--- src/hdl/jsu_pkg.sv ---
// Shared types, character codes and helpers for the JSON string unescaper.
package jsu_pkg;

   // Decode mode of the escape parser
   typedef enum logic [3:0] {
      MODE_TEXT = 4'b0001,
      MODE_ESC  = 4'b0010,
      MODE_HEX  = 4'b0100,
      MODE_PAIR = 4'b1000
   } mode_type;

   // Sequencer states
   typedef enum logic [4:0] {
      ST_ACCEPT = 5'b00001,
      ST_REPLAY = 5'b00010,
      ST_EMIT   = 5'b00100,
      ST_FINISH = 5'b01000,
      ST_CLOSE  = 5'b10000
   } ctrl_state_type;

   // Commands from the sequencer to the datapath
   typedef struct packed {
      logic feed_input;
      logic feed_replay;
      logic emit_next;
      logic finish_step;
      logic close;
   } cmd_type;

   // Status from the datapath to the sequencer
   typedef struct packed {
      logic slot_free;
      logic more_replay;
      logic more_emit;
      logic mode_text;
   } status_type;

   localparam logic [7:0] CHAR_BSLASH = 8'h5C;
   localparam logic [7:0] CHAR_QMARK  = 8'h3F;
   localparam logic [7:0] CHAR_LC_U   = 8'h75;
   localparam logic [7:0] CHAR_LC_N   = 8'h6E;
   localparam logic [7:0] CHAR_LC_T   = 8'h74;
   localparam logic [7:0] CHAR_LC_R   = 8'h72;
   localparam logic [7:0] CHAR_LC_B   = 8'h62;
   localparam logic [7:0] CHAR_LC_F   = 8'h66;
   localparam logic [7:0] CODE_LF     = 8'h0A;
   localparam logic [7:0] CODE_TAB    = 8'h09;
   localparam logic [7:0] CODE_CR     = 8'h0D;
   localparam logic [7:0] CODE_BS     = 8'h08;
   localparam logic [7:0] CODE_FF     = 8'h0C;

   localparam logic [15:0] SUR_HI_FIRST = 16'hD800;
   localparam logic [15:0] SUR_HI_LAST  = 16'hDBFF;
   localparam logic [15:0] SUR_LO_FIRST = 16'hDC00;
   localparam logic [15:0] SUR_LO_LAST  = 16'hDFFF;
   localparam logic [20:0] PLANE1_BASE  = 21'h10000;

   localparam logic [7:0] UTF_LEAD2 = 8'hC0;
   localparam logic [7:0] UTF_LEAD3 = 8'hE0;
   localparam logic [7:0] UTF_LEAD4 = 8'hF0;
   localparam logic [7:0] UTF_CONT  = 8'h80;

   localparam logic [16:0] CAP_RESET = 17'd4096;

   // Hex digit value; bit 4 set marks a byte that is not a hex digit
   function automatic logic [4:0] hex_digit(input logic [7:0] b);
      logic [4:0] r;
      r = 5'h10;
      if (b >= 8'h30 && b <= 8'h39) r = 5'(b - 8'h30);
      else if (b >= 8'h61 && b <= 8'h66) r = 5'(b - 8'h57);
      else if (b >= 8'h41 && b <= 8'h46) r = 5'(b - 8'h37);
      return r;
   endfunction

endpackage

--- src/hdl/jsu_ctrl.sv ---
// Sequencer: picks the byte source and steps through emit, replay and close.
module jsu_ctrl (
   input  logic                    clock,
   input  logic                    reset,
   input  logic                    req_tvalid,
   input  logic                    req_tlast,
   output logic                    req_tready,
   input  jsu_pkg::status_type     status,
   output jsu_pkg::cmd_type        cmd
);

   jsu_pkg::ctrl_state_type state_ff, state_in;
   logic last_pend_ff, last_pend_in;
   logic advance;
   logic last_now;

   // Next state and commands
   always_comb begin
      state_in     = state_ff;
      last_pend_in = last_pend_ff;
      cmd          = '0;
      req_tready   = 1'b0;
      advance      = 1'b0;
      last_now     = last_pend_ff;
      unique case (state_ff)
         jsu_pkg::ST_ACCEPT: begin
            req_tready = status.slot_free;
            last_now   = req_tlast;
            if (req_tvalid && status.slot_free) begin
               cmd.feed_input = 1'b1;
               last_pend_in   = req_tlast;
               advance        = 1'b1;
            end
         end
         jsu_pkg::ST_REPLAY: begin
            if (status.slot_free) begin
               cmd.feed_replay = 1'b1;
               advance         = 1'b1;
            end
         end
         jsu_pkg::ST_EMIT: begin
            if (status.slot_free) begin
               cmd.emit_next = 1'b1;
               advance       = 1'b1;
            end
         end
         jsu_pkg::ST_FINISH: begin
            if (status.slot_free) begin
               cmd.finish_step = 1'b1;
               advance         = 1'b1;
            end
         end
         jsu_pkg::ST_CLOSE: begin
            if (status.slot_free) begin
               cmd.close    = 1'b1;
               last_pend_in = 1'b0;
               state_in     = jsu_pkg::ST_ACCEPT;
            end
         end
         default: begin
            state_in = jsu_pkg::ST_ACCEPT;
         end
      endcase
      // Dispatch after a step
      if (advance) begin
         priority if (status.more_emit) state_in = jsu_pkg::ST_EMIT;
         else if (status.more_replay)   state_in = jsu_pkg::ST_REPLAY;
         else if (last_now)
            state_in = status.mode_text ? jsu_pkg::ST_CLOSE : jsu_pkg::ST_FINISH;
         else                           state_in = jsu_pkg::ST_ACCEPT;
      end
   end

   always_ff @(posedge clock) begin
      if (reset) begin
         state_ff     <= jsu_pkg::ST_ACCEPT;
         last_pend_ff <= 1'b0;
      end else begin
         state_ff     <= state_in;
         last_pend_ff <= last_pend_in;
      end
   end

endmodule

--- src/hdl/jsu_datapath.sv ---
// Datapath: escape decoder, lookahead buffer, UTF-8 encoder and output register.
module jsu_datapath #(
   parameter int LENGTH_BITS = 16
) (
   input  logic                    clock,
   input  logic                    reset,
   input  jsu_pkg::cmd_type        cmd,
   output jsu_pkg::status_type     status,
   input  logic [7:0]              req_byte,
   input  logic                    csr_valid,
   input  logic [16:0]             csr_data,
   input  logic                    rsp_tready,
   output logic                    rsp_valid,
   output logic                    rsp_kind,
   output logic [7:0]              rsp_byte,
   output logic [15:0]             rsp_length,
   output logic                    rsp_overflow,
   output logic                    rsp_last
);

   localparam int LIM_W = (LENGTH_BITS > 17) ? LENGTH_BITS : 17;

   logic [16:0]            cap_ff;
   jsu_pkg::mode_type      mode_ff, mode_in;
   logic [7:0]             buf_ff [6];
   logic [7:0]             buf_in [6];
   logic [2:0]             cnt_ff, cnt_in;
   logic [9:0]             hs_ff, hs_in;
   logic [20:0]            code_ff, code_in;
   logic [1:0]             rem_ff, rem_in;
   logic [2:0]             rp_idx_ff, rp_idx_in;
   logic [2:0]             rp_len_ff, rp_len_in;
   logic [LENGTH_BITS-1:0] written_ff, written_in;
   logic                   stopped_ff, stopped_in;
   logic                   ovf_ff, ovf_in;
   logic                   rsp_valid_ff, rsp_valid_in;
   logic                   rsp_kind_ff, rsp_kind_in;
   logic [7:0]             rsp_byte_ff, rsp_byte_in;
   logic [15:0]            rsp_length_ff, rsp_length_in;
   logic                   rsp_ovf_ff, rsp_ovf_in;
   logic                   rsp_last_ff, rsp_last_in;

   logic                   cap_zero;
   logic [LIM_W-1:0]       cap_m1, max_len, lim_wide;
   logic [LENGTH_BITS-1:0] limit;
   logic                   slot_free;

   // Byte limit: capacity minus one, saturated to the length range
   always_comb begin
      cap_zero = (cap_ff == '0);
      cap_m1   = LIM_W'(cap_ff) - LIM_W'(1);
      max_len  = LIM_W'({LENGTH_BITS{1'b1}});
      lim_wide = cap_zero ? '0 : ((cap_m1 > max_len) ? max_len : cap_m1);
      limit    = LENGTH_BITS'(lim_wide);
   end

   assign slot_free = !rsp_valid_ff || rsp_tready;

   // Decode step
   always_comb begin
      logic [7:0]  b;
      logic [4:0]  h0, h1, h2, hb;
      logic [4:0]  p2, p3, p4;
      logic [15:0] hexv, lov;
      logic        pair_fail;
      logic        emit_en;
      logic [7:0]  emit_val;
      logic        code_go;
      logic [20:0] code_val;
      logic        replay_go;
      logic [2:0]  replay_len;
      logic        room2, room3, room4;
      logic [5:0]  six;

      b          = cmd.feed_replay ? buf_ff[rp_idx_ff] : req_byte;
      h0         = jsu_pkg::hex_digit(buf_ff[0]);
      h1         = jsu_pkg::hex_digit(buf_ff[1]);
      h2         = jsu_pkg::hex_digit(buf_ff[2]);
      hb         = jsu_pkg::hex_digit(b);
      p2         = jsu_pkg::hex_digit(buf_ff[2]);
      p3         = jsu_pkg::hex_digit(buf_ff[3]);
      p4         = jsu_pkg::hex_digit(buf_ff[4]);
      hexv       = {h0[3:0], h1[3:0], h2[3:0], hb[3:0]};
      lov        = {p2[3:0], p3[3:0], p4[3:0], hb[3:0]};
      pair_fail  = (cnt_ff == 3'd0 && b != jsu_pkg::CHAR_BSLASH) ||
                   (cnt_ff == 3'd1 && b != jsu_pkg::CHAR_LC_U) ||
                   (cnt_ff >= 3'd2 && hb[4]);
      room2      = ({1'b0, written_ff} + (LENGTH_BITS+1)'(2)) <= {1'b0, limit};
      room3      = ({1'b0, written_ff} + (LENGTH_BITS+1)'(3)) <= {1'b0, limit};
      room4      = ({1'b0, written_ff} + (LENGTH_BITS+1)'(4)) <= {1'b0, limit};

      mode_in    = mode_ff;
      buf_in     = buf_ff;
      cnt_in     = cnt_ff;
      hs_in      = hs_ff;
      code_in    = code_ff;
      rem_in     = rem_ff;
      rp_idx_in  = rp_idx_ff;
      rp_len_in  = rp_len_ff;
      written_in = written_ff;
      stopped_in = stopped_ff;
      ovf_in     = ovf_ff;
      emit_en    = 1'b0;
      emit_val   = '0;
      code_go    = 1'b0;
      code_val   = '0;
      replay_go  = 1'b0;
      replay_len = '0;
      six        = code_ff[5:0];

      rsp_valid_in  = rsp_valid_ff && !rsp_tready;
      rsp_kind_in   = rsp_kind_ff;
      rsp_byte_in   = rsp_byte_ff;
      rsp_length_in = rsp_length_ff;
      rsp_ovf_in    = rsp_ovf_ff;
      rsp_last_in   = rsp_last_ff;

      if (cmd.feed_replay) rp_idx_in = rp_idx_ff + 3'd1;

      // Feed one byte
      if (cmd.feed_input || cmd.feed_replay) begin
         unique case (mode_ff)
            jsu_pkg::MODE_TEXT: begin
               if (!cap_zero && !stopped_ff) begin
                  if (written_ff >= limit) begin
                     stopped_in = 1'b1;
                     ovf_in     = 1'b1;
                  end else if (b == jsu_pkg::CHAR_BSLASH) begin
                     mode_in = jsu_pkg::MODE_ESC;
                  end else begin
                     emit_en  = 1'b1;
                     emit_val = b;
                  end
               end
            end
            jsu_pkg::MODE_ESC: begin
               mode_in = jsu_pkg::MODE_TEXT;
               emit_en = 1'b1;
               unique case (b)
                  jsu_pkg::CHAR_LC_N: emit_val = jsu_pkg::CODE_LF;
                  jsu_pkg::CHAR_LC_T: emit_val = jsu_pkg::CODE_TAB;
                  jsu_pkg::CHAR_LC_R: emit_val = jsu_pkg::CODE_CR;
                  jsu_pkg::CHAR_LC_B: emit_val = jsu_pkg::CODE_BS;
                  jsu_pkg::CHAR_LC_F: emit_val = jsu_pkg::CODE_FF;
                  jsu_pkg::CHAR_LC_U: begin
                     emit_en = 1'b0;
                     mode_in = jsu_pkg::MODE_HEX;
                     cnt_in  = '0;
                  end
                  default: emit_val = b;
               endcase
            end
            jsu_pkg::MODE_HEX: begin
               buf_in[cnt_ff] = b;
               if (cnt_ff < 3'd3) begin
                  cnt_in = cnt_ff + 3'd1;
               end else begin
                  mode_in = jsu_pkg::MODE_TEXT;
                  cnt_in  = '0;
                  if (h0[4] || h1[4] || h2[4] || hb[4]) begin
                     emit_en  = 1'b1;
                     emit_val = jsu_pkg::CHAR_QMARK;
                  end else if (hexv >= jsu_pkg::SUR_HI_FIRST &&
                               hexv <= jsu_pkg::SUR_HI_LAST) begin
                     hs_in   = hexv[9:0];
                     mode_in = jsu_pkg::MODE_PAIR;
                  end else begin
                     code_go  = 1'b1;
                     code_val = 21'(hexv);
                  end
               end
            end
            jsu_pkg::MODE_PAIR: begin
               buf_in[cnt_ff] = b;
               if (pair_fail) begin
                  replay_go  = 1'b1;
                  replay_len = cnt_ff + 3'd1;
               end else if (cnt_ff < 3'd5) begin
                  cnt_in = cnt_ff + 3'd1;
               end else if (lov < jsu_pkg::SUR_LO_FIRST || lov > jsu_pkg::SUR_LO_LAST) begin
                  replay_go  = 1'b1;
                  replay_len = 3'd6;
               end else begin
                  mode_in  = jsu_pkg::MODE_TEXT;
                  cnt_in   = '0;
                  code_go  = 1'b1;
                  code_val = jsu_pkg::PLANE1_BASE + 21'({hs_ff, lov[9:0]});
               end
            end
            default: begin
               mode_in = jsu_pkg::MODE_TEXT;
            end
         endcase
      end

      // Flush a pending escape, or replay the held bytes, at the end of the string
      if (cmd.finish_step) begin
         if (mode_ff == jsu_pkg::MODE_ESC) begin
            mode_in  = jsu_pkg::MODE_TEXT;
            emit_en  = 1'b1;
            emit_val = jsu_pkg::CHAR_BSLASH;
         end else if (mode_ff != jsu_pkg::MODE_TEXT) begin
            replay_go  = 1'b1;
            replay_len = cnt_ff;
         end
      end

      // Start a replay of the held bytes
      if (replay_go) begin
         mode_in   = jsu_pkg::MODE_TEXT;
         cnt_in    = '0;
         rp_idx_in = '0;
         rp_len_in = replay_len;
         emit_en   = 1'b1;
         emit_val  = jsu_pkg::CHAR_QMARK;
      end

      // Encode a code point as UTF-8, first byte now
      if (code_go) begin
         code_in = code_val;
         priority if (code_val == '0) begin
            emit_en = 1'b0;
         end else if (code_val < 21'h80) begin
            emit_en  = 1'b1;
            emit_val = code_val[7:0];
         end else if (code_val < 21'h800) begin
            if (room2) begin
               emit_en  = 1'b1;
               emit_val = jsu_pkg::UTF_LEAD2 | {3'b0, code_val[10:6]};
               rem_in   = 2'd1;
            end else begin
               stopped_in = 1'b1;
               ovf_in     = 1'b1;
            end
         end else if (code_val >= 21'(jsu_pkg::SUR_HI_FIRST) &&
                      code_val <= 21'(jsu_pkg::SUR_LO_LAST)) begin
            emit_en  = 1'b1;
            emit_val = jsu_pkg::CHAR_QMARK;
         end else if (code_val < jsu_pkg::PLANE1_BASE) begin
            if (room3) begin
               emit_en  = 1'b1;
               emit_val = jsu_pkg::UTF_LEAD3 | {4'b0, code_val[15:12]};
               rem_in   = 2'd2;
            end else begin
               stopped_in = 1'b1;
               ovf_in     = 1'b1;
            end
         end else begin
            if (room4) begin
               emit_en  = 1'b1;
               emit_val = jsu_pkg::UTF_LEAD4 | {5'b0, code_val[20:18]};
               rem_in   = 2'd3;
            end else begin
               stopped_in = 1'b1;
               ovf_in     = 1'b1;
            end
         end
      end

      // Continuation bytes
      if (cmd.emit_next) begin
         unique case (rem_ff)
            2'd3:    six = code_ff[17:12];
            2'd2:    six = code_ff[11:6];
            default: six = code_ff[5:0];
         endcase
         emit_en  = 1'b1;
         emit_val = jsu_pkg::UTF_CONT | {2'b0, six};
         rem_in   = rem_ff - 2'd1;
      end

      // Load a data item
      if (emit_en) begin
         rsp_valid_in  = 1'b1;
         rsp_kind_in   = 1'b0;
         rsp_byte_in   = emit_val;
         rsp_length_in = '0;
         rsp_ovf_in    = 1'b0;
         rsp_last_in   = 1'b0;
         written_in    = written_ff + LENGTH_BITS'(1);
      end

      // Load the closing item and clear the string state
      if (cmd.close) begin
         rsp_valid_in  = 1'b1;
         rsp_kind_in   = 1'b1;
         rsp_byte_in   = '0;
         rsp_length_in = 16'(written_ff);
         rsp_ovf_in    = ovf_ff;
         rsp_last_in   = 1'b1;
         mode_in       = jsu_pkg::MODE_TEXT;
         cnt_in        = '0;
         hs_in         = '0;
         rem_in        = '0;
         rp_idx_in     = '0;
         rp_len_in     = '0;
         written_in    = '0;
         stopped_in    = 1'b0;
         ovf_in        = 1'b0;
      end
   end

   always_comb begin
      status.slot_free   = slot_free;
      status.more_replay = rp_idx_in < rp_len_in;
      status.more_emit   = rem_in != 2'd0;
      status.mode_text   = mode_in == jsu_pkg::MODE_TEXT;
   end

   // Control registers
   always_ff @(posedge clock) begin
      if (reset) begin
         cap_ff       <= jsu_pkg::CAP_RESET;
         mode_ff      <= jsu_pkg::MODE_TEXT;
         cnt_ff       <= '0;
         hs_ff        <= '0;
         rem_ff       <= '0;
         rp_idx_ff    <= '0;
         rp_len_ff    <= '0;
         written_ff   <= '0;
         stopped_ff   <= 1'b0;
         ovf_ff       <= 1'b0;
         rsp_valid_ff <= 1'b0;
      end else begin
         if (csr_valid) cap_ff <= csr_data;
         mode_ff      <= mode_in;
         cnt_ff       <= cnt_in;
         hs_ff        <= hs_in;
         rem_ff       <= rem_in;
         rp_idx_ff    <= rp_idx_in;
         rp_len_ff    <= rp_len_in;
         written_ff   <= written_in;
         stopped_ff   <= stopped_in;
         ovf_ff       <= ovf_in;
         rsp_valid_ff <= rsp_valid_in;
      end
   end

   // Payload registers
   always_ff @(posedge clock) begin
      buf_ff        <= buf_in;
      code_ff       <= code_in;
      rsp_kind_ff   <= rsp_kind_in;
      rsp_byte_ff   <= rsp_byte_in;
      rsp_length_ff <= rsp_length_in;
      rsp_ovf_ff    <= rsp_ovf_in;
      rsp_last_ff   <= rsp_last_in;
   end

   assign rsp_valid    = rsp_valid_ff;
   assign rsp_kind     = rsp_kind_ff;
   assign rsp_byte     = rsp_byte_ff;
   assign rsp_length   = rsp_length_ff;
   assign rsp_overflow = rsp_ovf_ff;
   assign rsp_last     = rsp_last_ff;

endmodule

--- src/hdl/json_string_unescape_utf8_top.sv ---
// JSON string unescaper to UTF-8: one escaped body byte per input item, one output byte
// per data item, and a closing item (tuser high, tlast high) with the length and an
// overflow flag after the byte marked tlast. A new input byte is taken only after every
// further output byte of a UTF-8 sequence, every byte replayed from the six-byte
// lookahead buffer after a failed escape, each end-of-string flush step and the closing
// item of the last byte have gone, one at a time, through the single output register,
// and input is held while the result side stalls. The user must write out_capacity
// through the csr channel only while the block is idle; the block does not enforce this.
module json_string_unescape_utf8_top #(
   parameter int LENGTH_BITS = 16
) (
   input  logic        clock,
   input  logic        reset,
   input  logic        req_tvalid,
   output logic        req_tready,
   input  logic [7:0]  req_tdata,    // [7:0] in_byte
   input  logic        req_tlast,    // last_in
   output logic        rsp_tvalid,
   input  logic        rsp_tready,
   output logic [31:0] rsp_tdata,    // [7:0] out_byte, [23:8] out_length, [24] overflow
   output logic        rsp_tuser,    // record_kind
   output logic        rsp_tlast,    // last_out
   input  logic        csr_valid,
   output logic        csr_ready,
   input  logic [16:0] csr_data      // out_capacity
);

   jsu_pkg::cmd_type    cmd;
   jsu_pkg::status_type status;
   logic [7:0]          rsp_byte;
   logic [15:0]         rsp_length;
   logic                rsp_overflow;

   assign csr_ready = 1'b1;

   jsu_ctrl u_ctrl (
      .clock      (clock),
      .reset      (reset),
      .req_tvalid (req_tvalid),
      .req_tlast  (req_tlast),
      .req_tready (req_tready),
      .status     (status),
      .cmd        (cmd)
   );

   jsu_datapath #(
      .LENGTH_BITS (LENGTH_BITS)
   ) u_datapath (
      .clock        (clock),
      .reset        (reset),
      .cmd          (cmd),
      .status       (status),
      .req_byte     (req_tdata),
      .csr_valid    (csr_valid),
      .csr_data     (csr_data),
      .rsp_tready   (rsp_tready),
      .rsp_valid    (rsp_tvalid),
      .rsp_kind     (rsp_tuser),
      .rsp_byte     (rsp_byte),
      .rsp_length   (rsp_length),
      .rsp_overflow (rsp_overflow),
      .rsp_last     (rsp_tlast)
   );

   // Pack the result fields
   assign rsp_tdata = {7'b0, rsp_overflow, rsp_length, rsp_byte};

endmodule

--- config.mk ---
export PLATFORM = sky130hd
export DESIGN_NAME = json_string_unescape_utf8_top
export DESIGN_NICKNAME = d
export VERILOG_FILES = /design/src/hdl/jsu_pkg.sv /design/src/hdl/jsu_ctrl.sv /design/src/hdl/jsu_datapath.sv /design/src/hdl/json_string_unescape_utf8_top.sv
export SDC_FILE = /design/constraint.sdc
export NUM_CORES = 1
export LEC_CHECK = 0
export BUFFER_PORTS_ARGS = -buffer_cell sky130_fd_sc_hd__buf_2
export CORE_AREA = 2 2 231 233
export DETAILED_ROUTE_END_ITERATION = 6
export DIE_AREA = 0 0 233 235
export MAX_ROUTING_LAYER = met4
export PLACE_DENSITY = 0.41
export SYNTH_ARGS = -nofsm -noshare
export SYNTH_HDL_FRONTEND = slang
export SYNTH_SLANG_ARGS = --single-unit
--- constraint.sdc ---
create_clock -name clock -period 5.5 [get_ports clock]
set_input_delay 0.275 -clock clock [delete_from_list [all_inputs] [get_ports clock]]
set_output_delay 0.275 -clock clock [all_outputs]
set_load 0.01 [all_outputs]
Word-level counts from Yosys, hierarchy flattened --
Index checks and enable logic that the tools add are counted.
Word-level totals: output and inout port bits 37, ROM bits 0, logic and storage cells 390, register bits after elaboration 159, latch bits 0, input bits 31, memories kept 0, RAM bits 0
Operators by class: multiply operators 0, $lt $le $gt $ge 57, equal/unequal tests 30, add/sub/neg operators 27, div/mod/pow operators 0, mux-type cells 192, reductions and logical operators 56, shift-type cells 0, bitwise gates (word level) 4
Operators by type and width (number):
- $mux W8 | 22
- $mux W21 | 6
- $ge A8 B7 Y1 const B | 12
- $le A8 B7 Y1 const B | 12
- $mux W5 | 18
- $mux W16 | 5
- $mux W4 | 20
- $mux W1 | 76
- $sub A5 B5 Y5 const B | 12
- $mux W3 | 19
- $eq A8 B7 Y1 const B | 7
- $le A17 B16 Y1 | 3
- $bwmux W48 | 1
- $ge A8 B6 Y1 const B | 6
- $le A8 B6 Y1 const B | 6
- $pmux W8 S6 | 1
- $pmux W21 S2 | 1
- $add A16 B2 Y17 const B | 2
- $logic_and A1 B1 Y1 | 27
- $bmux W8 S3 | 1
- $demux W8 S3 | 1
- $pmux W8 S3 | 1
- $mux W2 | 11
- $add A17 B20 Y21 const A | 1
- other kinds (63) | 95

Depth between registers and ports, before layout --
word-level depth 31, depth in mapped cells 28, mapped depth without buffers 24

By module --
Synthesis repeated with hierarchy kept, for this count alone.
Unflattened totals: cell total of the unflattened synthesis 1489, area, all modules 12766.0 um2
By module, submodules not included:
- jsu_datapath | area each 12244.2 um2, cells each 1426, times used 1, sequential area each 3893.7 um2
- jsu_ctrl | area each 446.7 um2, cells each 52, times used 1, sequential area each 120.1 um2
- json_string_unescape_utf8_top | area each 75.1 um2, cells each 11, times used 1, sequential area each 0.0 um2

Least setup slack after synthesis --
Ideal clock, no wire load.
path kind register to register, start register u_datapath.cap_ff[0], end register u_datapath.rsp_length_ff[0] (netlist: u_datapath.rsp_length[0]) (enable), clock period less this slack 5.713 ns, data required time 5.127 ns, path slack -0.213 ns, buffers on the path 4, arrival 5.340 ns, cell stages (with the launch flop) 27, setup time 0.373 ns, cell sequence dfxtp_1 inv_1 ha_1 nor3b_1 nand2_1 or4_1 or3_1 clkbuf_1 o31ai_1 a31oi_1 clkbuf_1 nand2_1 nand2_1 ha_1 nor2b_1 o21a_1 o21a_1 o21a_1 o21a_1 o311ai_0 nand2_1 o21ai_1 o32ai_1 and2_1 buf_2 buf_2 nand2_1
Between the ends: longest elaborated chain between the ends 21, elaborated cells on any way between the ends 29, classes of those cells add/sub (1); order compare (5); mux (19); reduce/logical (4)
Ends and longest elaborated chain:
- start, declared | RTL line jsu_datapath.sv:23 | logic [16:0] cap_ff;
- start signal, assigned | RTL line jsu_datapath.sv:313 | cap_ff <= jsu_pkg::CAP_RESET;
- start signal, assigned | RTL line jsu_datapath.sv:325 | if (csr_valid) cap_ff <= csr_data;
- $sub A17 B1 Y17 | RTL line jsu_datapath.sv:51 | cap_m1 = LIM_W'(cap_ff) - LIM_W'(1);
- $gt A17 B16 Y1 | RTL line jsu_datapath.sv:53 | lim_wide = cap_zero ? '0 : ((cap_m1 > max_len) ? max_len : cap_m1);
- $mux W16 (2 in series) | RTL line jsu_datapath.sv:53
- $ge A16 B16 Y1 | RTL line jsu_datapath.sv:125 | if (written_ff >= limit) begin
- $mux W1 | RTL line jsu_datapath.sv:125
- $mux W1 | RTL line jsu_datapath.sv:124 | if (!cap_zero && !stopped_ff) begin
- $pmux W1 S3 | RTL line jsu_datapath.sv:122 | unique case (mode_ff)
- $mux W1 | RTL line jsu_datapath.sv:121 | if (cmd.feed_input || cmd.feed_replay) begin
- [... 4 more ...]
- $mux W1 | RTL line jsu_datapath.sv:239 | end else if (code_val < jsu_pkg::PLANE1_BASE) begin
- $mux W1 | RTL line jsu_datapath.sv:235 | end else if (code_val >= 21'(jsu_pkg::SUR_HI_FIRST) &&
- $mux W1 | RTL line jsu_datapath.sv:226 | end else if (code_val < 21'h800) begin
- $mux W1 | RTL line jsu_datapath.sv:223 | end else if (code_val < 21'h80) begin
- $mux W1 | RTL line jsu_datapath.sv:221 | priority if (code_val == '0) begin
- $mux W1 * | RTL line jsu_datapath.sv:219 | if (code_go) begin
- $mux W1 * | RTL line jsu_datapath.sv:261 | if (cmd.emit_next) begin
- $reduce_bool A2 Y1 (no line) *
- end signal, assigned | RTL line jsu_datapath.sv:345 | rsp_length_ff <= rsp_length_in;
- end, declared | RTL line jsu_datapath.sv:39 | logic [15:0] rsp_length_ff, rsp_length_in;
Every way passes the cells marked *; elsewhere a longest branch is shown, timed or not. A chain may end at the register's enable or synchronous reset.

Final worst setup path --
start register u_datapath.cap_ff[0], end register u_ctrl.state_ff[3]
Between the ends: longest elaborated chain between the ends 19, elaborated cells on any way between the ends 37, classes of those cells add/sub (1); order compare (5); eq/ne (1); mux (26); reduce/logical (4)
Ends and longest elaborated chain:
- $sub A17 B1 Y17 | RTL line jsu_datapath.sv:51
- $gt A17 B16 Y1 | RTL line jsu_datapath.sv:53
- $mux W16 (2 in series) | RTL line jsu_datapath.sv:53
- $ge A16 B16 Y1 | RTL line jsu_datapath.sv:125
- $mux W4 | RTL line jsu_datapath.sv:125
- $mux W4 | RTL line jsu_datapath.sv:124
- $pmux W4 S4 | RTL line jsu_datapath.sv:122
- $mux W4 | RTL line jsu_datapath.sv:121
- [... 2 more ...]
- $mux W4 | RTL line jsu_datapath.sv:209 | if (replay_go) begin
- $mux W4 | RTL line jsu_datapath.sv:284 | if (cmd.close) begin
- $eq A4 B1 Y1 | RTL line jsu_datapath.sv:307 | status.mode_text = mode_in == jsu_pkg::MODE_TEXT;
- $mux W5 | RTL line jsu_ctrl.sv:69 | state_in = status.mode_text ? jsu_pkg::ST_CLOSE : jsu_pkg::ST_FINISH;
- $mux W5 | RTL line jsu_ctrl.sv:68 | else if (last_now)
- $mux W5 | RTL line jsu_ctrl.sv:67 | else if (status.more_replay) state_in = jsu_pkg::ST_REPLAY;
- $mux W5 * | RTL line jsu_ctrl.sv:66 | priority if (status.more_emit) state_in = jsu_pkg::ST_EMIT;
- $mux W5 * | RTL line jsu_ctrl.sv:65 | if (advance) begin
- end signal, assigned | RTL line jsu_ctrl.sv:76 | state_ff <= jsu_pkg::ST_ACCEPT;
- end signal, assigned | RTL line jsu_ctrl.sv:79 | state_ff <= state_in;
- end, declared | RTL line jsu_ctrl.sv:12 | jsu_pkg::ctrl_state_type state_ff, state_in;
Marked as above.

==> impl_results.md <==
- Drt drc: 0
- Largest net degree at the start of global routing: 31
- Synth Register Bits: 159
- Iter 0 DRT Violations: 838
- Die area: 54800 um^2
- Worst-Skew Late Latency: 490 ps
- Area after DPL: 14100 um^2
- Layout area overhead: 20.1%
- CTS tree: built
- Final instance area: 14900 um^2
- Cell Count, Final, Fillers Out: 2258
- Final period util: 0.976
- Async SR Flop Fraction: 0
- DP Worst Slack: -24.9 ps
- CP max stage delay: 490 ps
- GRT overflow: 0
- Dpl cells: 2218
- Post-layout utilization of the core: 0.286
- CP max-delay cell: or3b_2
- Drt total wl: 43800 um
- Global-route wire length before repair: 67700 um
- Status: finished clean
- Critical path class: flip-flop to flip-flop
- Share of post-route cells with drive strength above 1: 0.192
- Worst VDD drop: 0.000200 V
- Final worst slack: 134 ps
- Startpoint Class: flip-flop
- Total CTS buffers: 17
- Via count: 11500
- Starting Density: 0.238
- Pre-Repair DR Iteration Count: 6
- # H-tree levels: 4
- Fmax: 186 MHz
- CP required: 5870 ps
- PD cells: 211 nW/um^2
- CTS sink count: 159
- Ports: 68
- Slew Limit Fails: 0
- CP endpoint kind: flip-flop
- Crit path max fanout: 8
- Worst hold path type: primary input to flip-flop
- Synth warn: 0
- DR vias/cell: 5.08
- Total of max-cap violations: 0
- Gr usage total: 0.166
- WP data arrival: 5740 ps
- Synth unique cells: 96
- Sequential share of the synthesized area: 0.323
- Worst slew pin tran: 923 ps
- Post-Syn Instances: 1429
- Post-DRT Antenna Nets: 0
- Worst path cell trace: inv_1, ha_1, nor3b_4, nand2_2, or4_4, or3_4, a21oi_2, a41o_1, a31oi_4, buf_4, nand2_1, nand2_1, buf_4, ha_1, nand4_1, nor4_2, a41oi_2, a22oi_2, nand2_2, or3b_2, a31oi_1, a31oi_2, and3_1, a32o_1
- Final min period: 5370 ps
- Final setup violation count: 0
- Global placer's final weighted congestion: 0.931
- Core area: 52200 um^2
- Post-synth design cell area: 12400 um^2
- Clock skew: 17.9 ps
- Row count: 84
- Root buffer cell: clkbuf_16
- Vias in the first global route: 11300
- Avg Cell Area, Syn: 8.70 um^2
- Clock Pin Slew Worst Setup and Hold Paths: 70 ps
- HPWL after DPL: 34800 um
- Maximum root-to-sink buffer count: 2
- Slew HR: 0.369
- Final-stage net count: 1687
- Drt wl/cell: 19.4 um
- Hold Vio Cnt, Final: 0
- Prevailing post-synth register cell: edfxtp_1
- Initial antenna violation count: 1
- Pleak: 0.00599 uW
- Width of the chip: 233 um
- PortBufs: 59
- Die height: 235 um
- EDFF count, synth: 83
where the power goes:
| group | switching, uW | internal, uW | total, uW | leakage (uW) |
|---|---|---|---|---|
| Combinational | 385 | 277 | 662 | 0.00441 |
| Sequential | 38.8 | 1300 | 1340 | 0.00134 |
| Clock | 564 | 583 | 1150 | 0.000248 |
| Total | 988 | 2160 | 3150 | 0.00599 |
synth_stat cells, types with 17 or more instances:
cell	instances	share of area
ha_1	100	0.10
nand2_1	131	0.040
nor2_1	149	0.045
a21oi_1	84	0.034
and2_1	24	0.012
nor3_1	30	0.012
o21ai_0	63	0.025
a211oi_1	18	0.011
edfxtp_1	83	0.20
mux2_2	17	0.015
mux2i_1	31	0.025
a31oi_1	24	0.012
clkbuf_1	52	0.016
dfxtp_1	76	0.12
xnor2_1	40	0.028
xor2_1	27	0.019
nand4_1	19	0.0096
inv_1	58	0.018
nand2b_1	22	0.011
nand3_1	41	0.017
cells by family (layout without fill, tap and decap cells):
family,count (synthesis),count (layout),share of synthesized area
other,2,9,0.000604
DFF,159,159,0.323
xor gates and xnor gates,67,67,0.0472
muxes,55,55,0.0515
buffers and inverters,145,279,0.0517
AOI/OAI and AO/OA,367,367,0.205
adders and majority gates,101,101,0.101
and+or+nand+nor,533,533,0.220
flip-flops by register name (all words and copies together) (netlist names):
register / count
u_datapath.rsp_length: 16
u_datapath.mode_ff: 4
u_datapath.rsp_last: 1
u_datapath.cnt_ff: 3
u_datapath.hs_ff: 10
u_datapath.written_ff: 16
u_datapath.stopped_ff: 1
u_datapath.rp_len_ff: 3
u_datapath.rem_ff: 2
u_datapath.cap_ff: 17
u_datapath.rp_idx_ff: 3
u_datapath.rsp_overflow: 1
u_ctrl.last_pend_ff: 1
u_datapath.code_ff: 18
u_datapath.buf_ff: 48
u_datapath.ovf_ff: 1
u_datapath.rsp_byte: 8
u_ctrl.state_ff: 5
u_datapath.rsp_valid: 1
critical path, delay by kind of cell (launching register included):
family,cells,cell delay [ps]
and+or+nand+nor,11,2660
AOI/OAI and AO/OA,8,1360
adders and majority gates,2,470
buffers and inverters,3,430
DFF,1,330
through the flow:
step	power, uW	hold WS [ps]	setup TNS (ps)
CTS	3180	2.06	0
detailed placement	2010	463	-24.9
finish	3150	33.6	0
floorplan	1720	397	0
global route	3300	17.5	-125
global placement	2010	453	-0.588
final timing paths:
path / startpoint / slack [ps] / to / cells past startpoint
min: csr_data[3] / 30 / u_datapath.cap_ff[3]$_SDFFE_PP0P_ / 3
max reg2reg: u_datapath.cap_ff[0]$_SDFFE_PP0P_ / 130 / u_ctrl.state_ff[3]$_SDFFE_PP0P_ / 24
min reg2reg: u_datapath.rsp_last$_SDFFE_PP1P_ / 460 / u_datapath.rsp_last$_SDFFE_PP1P_ / 2
max: u_datapath.cap_ff[0]$_SDFFE_PP0P_ / 130 / u_ctrl.state_ff[3]$_SDFFE_PP0P_ / 24
placed cells by master (no fill, tap or decap), types with 14 or more instances in the layout:
cell type	synthesis	routed
inv_1	58	58
a22oi_1	16	15
buf_4	13	120
nand4_1	19	19
mux2_2	17	17
o211ai_1	16	16
nor2_1	149	147
a31oi_1	24	21
o21ai_0	63	59
dfxtp_1	76	76
o21a_1	14	14
a211oi_1	18	16
nand3_1	41	41
edfxtp_1	83	83
xnor2_1	40	40
nor3_1	30	28
buf_2	10	59
nand2b_1	22	22
xor2_1	27	27
a21oi_1	84	81
ha_1	100	100
and2_1	24	23
clkbuf_16	0	17
a21o_1	16	16
mux2i_1	31	31
nand2_1	131	128
layout make-up:
type | count | area (um^2)
Inverter | 60 | 225
Sequential cell | 159 | 4010
Clock inverter | 13 | 104
Antenna cell | 1 | 2.50
Tap cell | 688 | 861
Multi-Input combinational cell | 1131 | 8000
Fill cell | 5586 | 37300
Timing Repair Buffer | 187 | 1290
Clock buffer | 19 | 433
timing repair:
action	4_1_cts	5_1_grt
resized for setup	4	42
endpoints found under the setup margin	2	49
hold buffers	7	0
setup buffers	0	0
pin swaps	1	10
endpoints found under the hold margin	7	0
routing by layer:
| layer | up-vias | track usage | wire (um) |
|---|---|---|---|
| met5 | - | - | 0 |
| li1 | 5538 | - | - |
| met1 | 5614 | 0.212 | 20000 |
| met4 | 0 | 0.0461 | 737 |
| met3 | 52 | 0.0248 | 1630 |
| met2 | 263 | 0.272 | 21500 |
(Power assumes the default switching activity.)
